<file path="src/rtl/binary_max_heap_defines.svh">
// Assertion macros used by binary_max_heap.sv.
`ifndef BINARY_MAX_HEAP_DEFINES_SVH
`define BINARY_MAX_HEAP_DEFINES_SVH

`ifndef SYNTHESIS

`define BMH_ASSERT(lbl, clk, rst, prop, msg) \
  lbl: assert property (@(posedge clk) disable iff (rst) (prop)) else $error(msg);

`define BMH_ASSERT_IMP(lbl, clk, rst, ante, cons, msg) \
  lbl: assert property (@(posedge clk) disable iff (rst) (ante) |-> (cons)) else $error(msg);

`else

`define BMH_ASSERT(lbl, clk, rst, prop, msg)

`define BMH_ASSERT_IMP(lbl, clk, rst, ante, cons, msg)

`endif

`endif

</file>
<file path="src/rtl/bmh_pkg.sv">
`default_nettype none

package bmh_pkg;

  localparam int VALUE_W      = 32;
  localparam int COUNT_W      = 7;
  localparam int STATUS_W     = 2;
  localparam int DEF_CAPACITY = 64;

  localparam logic FN_PUSH = 1'b0;
  localparam logic FN_POP  = 1'b1;

  localparam logic [STATUS_W-1:0] ST_OK        = 2'd0;
  localparam logic [STATUS_W-1:0] ST_PUSH_FULL = 2'd1;
  localparam logic [STATUS_W-1:0] ST_POP_EMPTY = 2'd2;

  typedef enum logic [3:0] {
    S_IDLE,
    S_UP,
    S_UP_CMP,
    S_LAST,
    S_DN,
    S_DN_L,
    S_DN_R,
    S_DN_CMP,
    S_DONE
  } state_t;

endpackage

`default_nettype wire

</file>
<file path="src/rtl/bmh_ram.sv">
`default_nettype none

module bmh_ram
  import bmh_pkg::*;
#(
  parameter int DEPTH = DEF_CAPACITY,
  parameter int AW    = $clog2(DEF_CAPACITY)
) (
  input  wire logic               clk,
  input  wire logic               we,
  input  wire logic [AW-1:0]      waddr,
  input  wire logic [VALUE_W-1:0] wdata,
  input  wire logic [AW-1:0]      raddr,
  output logic      [VALUE_W-1:0] rdata
);

  logic [VALUE_W-1:0] mem [DEPTH];

  always_ff @(posedge clk) begin
    if (we) begin
      mem[waddr] <= wdata;
    end
  end

  always_ff @(posedge clk) begin
    rdata <= mem[raddr];
  end

endmodule

`default_nettype wire

</file>
<file path="src/rtl/binary_max_heap.sv">
// Binary max-heap priority queue of signed 32-bit words.
// Input channel (in_valid/in_ready): func 0 pushes value, func 1 pops the maximum.
// Output channel (out_valid/out_ready): one result word per input word, carrying
// the popped value, the new maximum, the entry count and a status code.
// One word is worked on at a time; in_ready is high only while the sequencer idles.
// Every heap access goes through one single-port-write, registered-read RAM and
// one shared signed comparator, so the sift cost is set by that RAM port.
// Push: the word climbs from the new leaf, reading each parent and moving it down
//   while the word is strictly larger, then is written where it stops.
// Pop: the last entry is fetched and sifted down from the root, reading the left
//   and, if present, the right child and moving the larger child up while it
//   beats the entry; popping the sole entry skips the sift.
// A refused push or pop goes straight to the result.
// The next word can be accepted in the cycle after its result is loaded.
// The result sits in an output register, so the next word is accepted while a
// result still waits; if the receiver stalls, the following result holds in the
// sequencer until the output register frees up.
// Reset clears the entry count and the output valid; RAM contents are left as is.
`default_nettype none

`include "binary_max_heap_defines.svh"

module binary_max_heap
  import bmh_pkg::*;
#(
  parameter int CAPACITY = DEF_CAPACITY
) (
  input  wire logic                       clk,
  input  wire logic                       rst,
  input  wire logic                       in_valid,
  output logic                            in_ready,
  input  wire logic                       func,
  input  wire logic signed [VALUE_W-1:0]  value,
  output logic                            out_valid,
  input  wire logic                       out_ready,
  output logic signed [VALUE_W-1:0]       popped_value,
  output logic signed [VALUE_W-1:0]       top_value,
  output logic        [COUNT_W-1:0]       entry_count,
  output logic        [STATUS_W-1:0]      status
);

  localparam int AW = $clog2(CAPACITY);
  localparam int CW = $clog2(CAPACITY + 1);
  localparam int EW = AW + 2;

  state_t state, state_next;

  logic [CW-1:0]      count, count_next;
  logic [AW-1:0]      idx, idx_next;
  logic [AW-1:0]      ci, ci_next;
  logic [VALUE_W-1:0] x, x_next;
  logic [VALUE_W-1:0] cv, cv_next;
  logic [VALUE_W-1:0] pop_val, pop_val_next;
  logic [STATUS_W-1:0] st, st_next;
  logic [VALUE_W-1:0] root;
  logic               load_out;

  logic               mem_we;
  logic [AW-1:0]      mem_waddr;
  logic [VALUE_W-1:0] mem_wdata;
  logic [AW-1:0]      mem_raddr;
  logic [VALUE_W-1:0] rd_data;

  logic [VALUE_W-1:0] cmp_a, cmp_b;
  logic               cmp_gt;

  logic [EW-1:0]      ch_l, ch_r, count_ext;
  logic [AW-1:0]      parent;
  logic [CW-1:0]      cnt_m1;
  logic [CW+COUNT_W-1:0] cnt_wide;

  bmh_ram #(
    .DEPTH (CAPACITY),
    .AW    (AW)
  ) u_ram (
    .clk   (clk),
    .we    (mem_we),
    .waddr (mem_waddr),
    .wdata (mem_wdata),
    .raddr (mem_raddr),
    .rdata (rd_data)
  );

  // Shared signed comparator.
  assign cmp_gt = $signed(cmp_a) > $signed(cmp_b);

  assign ch_l      = {1'b0, idx, 1'b1};
  assign ch_r      = ch_l + EW'(1);
  assign count_ext = EW'(count);
  assign parent    = (idx - AW'(1)) >> 1;
  assign cnt_m1    = count - CW'(1);
  assign cnt_wide  = {{COUNT_W{1'b0}}, count};

  assign in_ready = (state == S_IDLE);

  always_ff @(posedge clk) begin
    if (rst) begin
      state     <= S_IDLE;
      count     <= '0;
      out_valid <= 1'b0;
    end else begin
      state <= state_next;
      count <= count_next;
      if (load_out) begin
        out_valid <= 1'b1;
      end else if (out_ready) begin
        out_valid <= 1'b0;
      end
    end
  end

  always_ff @(posedge clk) begin
    idx     <= idx_next;
    ci      <= ci_next;
    x       <= x_next;
    cv      <= cv_next;
    pop_val <= pop_val_next;
    st      <= st_next;
    // Shadow of the root entry for the top_value field.
    if (mem_we && mem_waddr == '0) begin
      root <= mem_wdata;
    end
    if (load_out) begin
      popped_value <= pop_val;
      top_value    <= (count == '0) ? '0 : root;
      entry_count  <= cnt_wide[COUNT_W-1:0];
      status       <= st;
    end
  end

  always_comb begin
    state_next   = state;
    count_next   = count;
    idx_next     = idx;
    ci_next      = ci;
    x_next       = x;
    cv_next      = cv;
    pop_val_next = pop_val;
    st_next      = st;
    mem_we       = 1'b0;
    mem_waddr    = idx;
    mem_wdata    = x;
    mem_raddr    = '0;
    cmp_a        = x;
    cmp_b        = rd_data;
    load_out     = 1'b0;

    unique case (state)
      S_IDLE: begin
        if (in_valid) begin
          st_next      = ST_OK;
          pop_val_next = '0;
          x_next       = value;
          if (func == FN_PUSH) begin
            if (count == CW'(CAPACITY)) begin
              st_next    = ST_PUSH_FULL;
              state_next = S_DONE;
            end else begin
              idx_next   = count[AW-1:0];
              state_next = S_UP;
            end
          end else begin
            if (count == '0) begin
              st_next    = ST_POP_EMPTY;
              state_next = S_DONE;
            end else begin
              // Fetch the last entry and shrink the heap.
              pop_val_next = root;
              mem_raddr    = cnt_m1[AW-1:0];
              count_next   = cnt_m1;
              state_next   = S_LAST;
            end
          end
        end
      end

      S_UP: begin
        if (idx == '0) begin
          mem_we     = 1'b1;
          mem_waddr  = '0;
          mem_wdata  = x;
          count_next = count + CW'(1);
          state_next = S_DONE;
        end else begin
          mem_raddr  = parent;
          ci_next    = parent;
          state_next = S_UP_CMP;
        end
      end

      S_UP_CMP: begin
        cmp_a  = x;
        cmp_b  = rd_data;
        mem_we = 1'b1;
        if (cmp_gt) begin
          // Move the parent down one level and keep climbing.
          mem_wdata  = rd_data;
          idx_next   = ci;
          state_next = S_UP;
        end else begin
          mem_wdata  = x;
          count_next = count + CW'(1);
          state_next = S_DONE;
        end
      end

      S_LAST: begin
        x_next = rd_data;
        if (count == '0) begin
          state_next = S_DONE;
        end else begin
          idx_next   = '0;
          state_next = S_DN;
        end
      end

      S_DN: begin
        if (ch_l >= count_ext) begin
          mem_we     = 1'b1;
          mem_wdata  = x;
          state_next = S_DONE;
        end else begin
          mem_raddr  = ch_l[AW-1:0];
          ci_next    = ch_l[AW-1:0];
          state_next = S_DN_L;
        end
      end

      S_DN_L: begin
        cv_next = rd_data;
        if (ch_r < count_ext) begin
          mem_raddr  = ch_r[AW-1:0];
          state_next = S_DN_R;
        end else begin
          state_next = S_DN_CMP;
        end
      end

      S_DN_R: begin
        // Right child wins only when strictly larger.
        cmp_a = rd_data;
        cmp_b = cv;
        if (cmp_gt) begin
          cv_next = rd_data;
          ci_next = ci + AW'(1);
        end
        state_next = S_DN_CMP;
      end

      S_DN_CMP: begin
        cmp_a  = cv;
        cmp_b  = x;
        mem_we = 1'b1;
        if (cmp_gt) begin
          mem_wdata  = cv;
          idx_next   = ci;
          state_next = S_DN;
        end else begin
          mem_wdata  = x;
          state_next = S_DONE;
        end
      end

      S_DONE: begin
        // Hold the result until the output register is free.
        if (!out_valid || out_ready) begin
          load_out   = 1'b1;
          state_next = S_IDLE;
        end
      end

      default: begin
        state_next = S_IDLE;
      end
    endcase
  end

  `BMH_ASSERT(a_count_bound, clk, rst, count <= CW'(CAPACITY), "entry count above capacity")
  `BMH_ASSERT_IMP(a_accept_busy, clk, rst, in_valid && in_ready, ##1 (state != S_IDLE),
                  "accepted word did not start the sequencer")
  `BMH_ASSERT_IMP(a_we_busy, clk, rst, mem_we, state != S_IDLE, "heap write while idle")
  `BMH_ASSERT_IMP(a_empty_pop, clk, rst, load_out && st == ST_POP_EMPTY, count == '0,
                  "refused pop with entries present")
  `BMH_ASSERT_IMP(a_count_step, clk, rst, state == S_DONE && $past(state) == S_IDLE,
                  $stable(count), "refused operation changed the entry count")

endmodule

`default_nettype wire
</file>
<file path="config.mk">
export PLATFORM = sky130hd
export DESIGN_NAME = binary_max_heap
export DESIGN_NICKNAME = d
export VERILOG_FILES = /design/src/rtl/bmh_pkg.sv /design/src/rtl/bmh_ram.sv /design/src/rtl/binary_max_heap.sv
export VERILOG_INCLUDE_DIRS = /design/src /design/src/rtl
export SDC_FILE = /design/constraint.sdc
export NUM_CORES = 2
export LEC_CHECK = 0
export BUFFER_PORTS_ARGS = -buffer_cell sky130_fd_sc_hd__buf_4
export CAP_MARGIN = 20
export CORE_MARGIN = 2
export CORE_UTILIZATION = 60
export CTS_BUF_LIST = sky130_fd_sc_hd__clkbuf_16
export DETAILED_ROUTE_END_ITERATION = 16
export GPL_ROUTABILITY_DRIVEN = 0
export PLACE_DENSITY = 0.73
export SLEW_MARGIN = 0
export SYNTH_ARGS = -nofsm -noshare
export SYNTH_HDL_FRONTEND = slang
export SYNTH_HIERARCHICAL = 1
export SYNTH_SLANG_ARGS = --single-unit
</file>
<file path="constraint.sdc">
create_clock -name clk -period 7 [get_ports clk]
set_input_delay 0.7 -clock clk [delete_from_list [all_inputs] [get_ports clk]]
set_output_delay 0.7 -clock clk [all_outputs]
set_load 0.01 [all_outputs]
</file>
After elaboration in Yosys (flattened, before gate mapping)
Memories as Yosys holds them, arrays and structs flattened. A register that Yosys moved wholly into a read port is not among the register bits. Cells that the tools add are included.

Register bits after elaboration: 227. Memory bits (writable): 2048. Output and inout port bits: 75. Bits in read-only memories: 0. Memories: 1. Latch bits: 0.

$mul: 0. Shifts and indexed selects: 0. Div/mod/pow operators: 0. Add/subtract/negate cells: 5. Order comparisons: 3. Reduce and logical (&&, ||, !) cells: 21. Multiplexer cells: 59. Eq/ne operators: 22. Bitwise operators: 0.

Memories: u_ram.mem (words 64, bits a word 32, read ports 1, clocked after memory_dff 1, write ports 1, RTL line bmh_ram.sv:17) `logic [VALUE_W-1:0] mem [DEPTH];`.

Operators by type and width (count): 32-bit one-hot mux with 2 select lines (5); 32-bit two-way mux (5); 6-bit two-way mux (15); 4-bit two-way mux (10); 4-bit one-hot mux with 9 select lines (1); 6-bit one-hot mux with 3 select lines (2); 7-bit two-way mux (5); 32-bit > comparator (1); 6-bit one-hot mux with 4 select lines (1); 2-bit inequality test, second input constant (11); 7-bit one-hot mux with 3 select lines (1); 4-bit by 3-bit equality test with 1-bit output, second input constant (4); 6-bit zero test (2); 6-bit AND reduction (2); 1-bit two-way mux (10); 3-bit nonzero test (3); 7-bit by 1-bit adder with 8-bit output, second input constant (1); 4-bit by 2-bit equality test with 1-bit output, second input constant (2); 8-bit by 7-bit < comparator with 1-bit output (1); 2-bit AND reduction (4); 7-bit by 1-bit adder with 7-bit output, second input constant (1); 7-bit equality test, second input constant (1); 7-bit greater-or-equal comparator (1); 7-bit zero test (1); other kinds (16) (20).

Longest topological paths before layout
Depth after elaboration: 5. Mapped depth: 19. Mapped depth without buffers: 15.

Hierarchy
Netlist, hierarchy kept.

Modules (own cells, without submodules): bmh_ram (instances 1, sequential area each 62139.6 µm², area each 78515.3 µm², cells each 3324); binary_max_heap (instances 1, sequential area each 6696.4 µm², area each 11743.8 µm², cells each 969).

Worst setup path before layout
No wires, ideal clock.

Path kind: register to register. Start point: register state[0]. End point: register cv[0] (enable). Cell stages (with the launch flop): 15. Required time: 6.534 ns. Clock period less this slack: 6.424 ns. Data arrival time: 5.958 ns. Slack: 0.576 ns. Library setup time: 0.466 ns. Buffers on the path: 4. Cells stage by stage: dfxtp_1 clkbuf_1 buf_1 buf_1 mux2i_1 o21ai_0 ha_1 a21oi_1 nand2_1 a221o_1 o31a_1 or3_1 a21o_1 clkbuf_1 o21ai_0.

Word-level cells in the longest chain between the ends: 5. Elaborated cells on any way between the ends: 9. Classes of those cells: 1 x order compare; 4 x eq/ne; 2 x mux; 2 x reduce/logical.

RTL lines: start, declared (RTL line binary_max_heap.sv:46) `state_t state, state_next;`; start signal, assigned (RTL line binary_max_heap.sv:102) `state <= state_next;`; 4-bit by 3-bit equality test with 1-bit output (RTL line binary_max_heap.sv:148) `unique case (state)`; 32-bit one-hot mux with 2 select lines (RTL line binary_max_heap.sv:148); 32-bit > comparator (RTL line binary_max_heap.sv:85) `assign cmp_gt = $signed(cmp_a) > $signed(cmp_b);`; 2-bit inequality test (no line); 2-bit AND reduction (no line) (*); end signal, assigned (RTL line binary_max_heap.sv:116) `cv <= cv_next;`; end, declared (RTL line binary_max_heap.sv:52) `logic [VALUE_W-1:0] cv, cv_next;`.

Mark *: on every way between the ends. The rest lies on a longest branch, timed or not. A chain may end at the register's enable or synchronous reset.

Worst setup path in the final report
Start point: register state[2]. End point: memory u_ram.mem[40][1] (data pin).

Word-level cells in the longest chain between the ends: 5. Elaborated cells on any way between the ends: 9. Classes of those cells: 1 x order compare; 3 x eq/ne; 5 x mux.

RTL lines: 4-bit by 3-bit equality test with 1-bit output (RTL line binary_max_heap.sv:148); 32-bit one-hot mux with 2 select lines (RTL line binary_max_heap.sv:148); 32-bit > comparator (RTL line binary_max_heap.sv:85); 32-bit two-way mux (on tied branches) (RTL line binary_max_heap.sv:254, binary_max_heap.sv:195); 32-bit one-hot mux with 2 select lines (*) (RTL line binary_max_heap.sv:148); via mem_wdata[1] (RTL line binary_max_heap.sv:60) `logic [VALUE_W-1:0] mem_wdata;`; end, declared (RTL line bmh_ram.sv:17).

Mark *: on every way through the listed nets, which the timed path passes. The rest lies on a longest branch.

==> results.md <==
* DRT Pass-1 Iters at 8
* Seq/Total Area, Yosys at 0.763
* Post-CTS Resized at 0
* RSZ-0062 raised after global routing: false
* Setup tns final at 0 ns
* Critical Path Start Type: flip-flop
* YS warnings at 6
* Total power draw at 0.0429 W
* Max Cap Viol at 0
* Number of synthesized flops with an enable pin at 2,263
* Reg power frac at 0.422
* Initial antenna violation count at 7
* Placement Cell Area at 95,700 um2
* CTS Buf Count at 218
* H-tree levels at 4
* Worst slew margin at 0.216
* CP arrival at 6.76 ns
* Critical path, cell by cell: nor2b_1 > nand2_4 > buf_4 > nor2_1 > a21oi_1 > ha_1 > nand4_1 > nor4_1 > and4_1 > o31a_1 > or3_1 > a21o_4 > nand2b_4 > o2bb2ai_4 > buf_4
* Die height at 392 um
* Area Growth Syn to Fin at 14.0%
* Footprint of the multi-input gates at 21,400 um2
* Port Buffers at 111
* Fraction of final layout cells with drive strength greater than 1 at 0.279
* CP dominant cell by count: buf_4
* First-pass GRT wire length at 340,000 um
* Tmin final at 6.16 ns
* R2R Setup Slk at 0.84 ns
* Crit path kind: flip-flop to flip-flop
* Run status: finished clean
* Vias in the first global route at 45,700
* Final slew viol count at 0
* Ys flop type: edfxtp_1
* Worst-case clock buffer depth at 3
* Leakage at 32.1 nW
* Chip width at 392 um
* Final Cell Area at 103,000 um2
* Gr usage total at 0.321
* Post-synth ARST share at 0
* Crit Path Max Fanout at 85
* Final worst-path cycle share at 0.880
* Worst clock skew at 0.0372 ns
* Initial core utilization at 0.603
* Fillers at 9,025
* Insertion delay to the later sink of the worst-skew pair at 0.86 ns
* Slew @ Worst Pin at 1.18 ns
* Synth cell types at 69
* Yosys reg bits at 2,307
* Sw Share at 0.313
* FF-to-FF Start: state[2]
* Worst Path Required at 7.60 ns
* Peak VDD IR at 0.311 mV
* Total gr overflow at 0
* Largest net degree at the start of global routing at 86
* WL per Instance at 35.6 um
* Hold wc startpoint: value[20]
* Combinational Power Share at 0.306
* Avg Inst Size Synth at 21.0 um2
* Hold WC Path Type: primary input to flip-flop
* Cell Pwr Density at 417 nW/um2
* Number of post-CTS setup repair buffers at 0
* Commonest cells after routing, fill and taps aside: 2,263 x edfxtp_1, 544 x mux4_2, 278 x buf_4
* Mapped Cells at 4,293
* Clk root buf: clkbuf_16
* Critical path endpoint category: flip-flop
* Top Ports at 112
* Cell count of the worst hold path at 2
* Die area at 154,000 um2
* Via/cell ratio at 6.96
* Final Hold Fails at 0
* DR vias at 47,300
* Worst R2R End: u_ram/mem[40][1]
* DR DRC count at 0
* Worst path slowest cell: nand2b_4
* Worst Path Buf+Inv at 2
* Hold buffers post-CTS at 0
* CP max stage delay at 0.97 ns
* # rows at 142
* Net Sw Power at 0.0134 W
* CTS clock-pin slew for the worst setup and hold paths at 0.06 ns
* Top cell family by delay on the critical path: simple AND/OR/NAND/NOR gates
* DP HPWL at 138,000 um
* Clk sinks at 2,307
* Final ANT Viol Nets at 0
* Core ar. at 150,000 um2
* Hold Crit Endpoint: x[20]
* TritonCTS clock tree: done
* Synth Cell Area at 90,300 um2
* Post-layout nets at 4,673
* Post-Syn Nets at 4,380
* DR iter-0 viols at 7,209
* Register area at 68,800 um2
* Part of the power in the clock network at 0.272
* Final setup viols at 0
* Commonest non-fill, non-tap cell in the layout: edfxtp_1
* Int Pwr at 0.0295 W
* Path depth of the worst reg2reg path at 15
* Routed WL at 242,000 um
* Max Clk Rate at 162 MHz
power groups by stage:
stage	Clock, W	Sequential [W]	Combinational (W)
after floorplan	0	0.0182	0.00869
after global placement	0	0.0183	0.0128
after detailed placement	0	0.0184	0.0130
after CTS	0.0118	0.0181	0.0131
after global routing	0.0123	0.0181	0.0139
final	0.0117	0.0181	0.0131
registers in the layout, indices dropped and copies added, names as in the netlist:
signal and count:
ci 6, count 7, cv 32, entry_count 7, idx 6, out_valid 1, pop_val 32, popped_value 32
root 32, st 2, state 4, status 2, top_value 32, u_ram/mem 2048, u_ram/rdata 32, x 32
per-layer routing:
| layer | share of wire | GRT usage |
|---|---|---|
| met2 | 0.45 | 0.473 |
| met1 | 0.37 | 0.474 |
| met4 | 0.040 | 0.116 |
| met3 | 0.14 | 0.0799 |
| met5 | 0 | 0 |
area by class of cell:
class / instances / area share
clock inverter: 188 / 0.0158
sequential: 2307 / 0.669
antenna: 4 / 0.0000973
timing repair buffer: 320 / 0.0285
clock buffer: 220 / 0.0535
inverter: 14 / 0.000511
multi-input combinational: 1725 / 0.208
tap: 2016 / 0.0245
kinds of logic after synthesis:
| logic type | count (synthesis) | share of synthesized area |
|---|---|---|
| flip-flops | 2307 | 0.763 |
| buffers and inverters | 261 | 0.0132 |
| AND/OR/NAND/NOR | 490 | 0.0261 |
| AO/OA/AOI/OAI | 428 | 0.0315 |
| adder cells (fa/ha/maj) | 50 | 0.00693 |
| XOR/XNOR | 19 | 0.00184 |
| multiplexers | 738 | 0.158 |
how the worst max path moves through the flow:
stage / slack (ns) / cells after the start / start / endpoint
after floorplan: 0.58 / 14 / state[0] / cv[0]
after global placement: 1.01 / 15 / state[3] / u_ram/mem[33][1]
after detailed placement: 0.93 / 14 / state[2] / u_ram/mem[40][1]
after CTS: 0.91 / 14 / state[2] / u_ram/mem[40][1]
after global routing: 0.49 / 15 / state[2] / u_ram/mem[43][1]
final: 0.84 / 15 / state[2] / u_ram/mem[40][1]
cell usage after synthesis, types with 10 or more instances:
cell,number,area [um2]
buf_2,58,290
and3_1,43,269
mux2i_1,160,1600
buf_1,28,105
nand2_1,89,334
edfxtp_1,2263,68000
mux2_2,34,383
nor3_1,19,95.1
mux4_2,544,12300
nor2b_1,20,125
a22oi_1,46,345
o2bb2ai_1,32,280
o22ai_1,88,551
inv_1,13,48.8
dfxtp_1,44,881
o221ai_1,30,263
clkbuf_1,130,488
nand3_1,25,125
nand2b_1,18,113
and2_1,38,238
a21oi_1,123,616
o21ai_0,48,240
buf_4,25,188
xnor2_1,10,87.6
ha_1,50,626
nor2_1,193,724
stage by stage:
| stage | util | hold WS (ns) | setup slack, ns | instances |
|---|---|---|---|---|
| final | 0.688 | 0.196 | 0.837 | 6794 |
| after global routing | 0.688 | 0.176 | 0.485 | 6790 |
| after CTS | 0.688 | 0.136 | 0.909 | 6788 |
| after detailed placement | 0.640 | 0.405 | 0.928 | 6380 |
| after global placement | 0.640 | 0.401 | 1.01 | 6379 |
| after floorplan | - | 0.400 | 0.576 | 4293 |
Power figures use the tool's default switching activity.
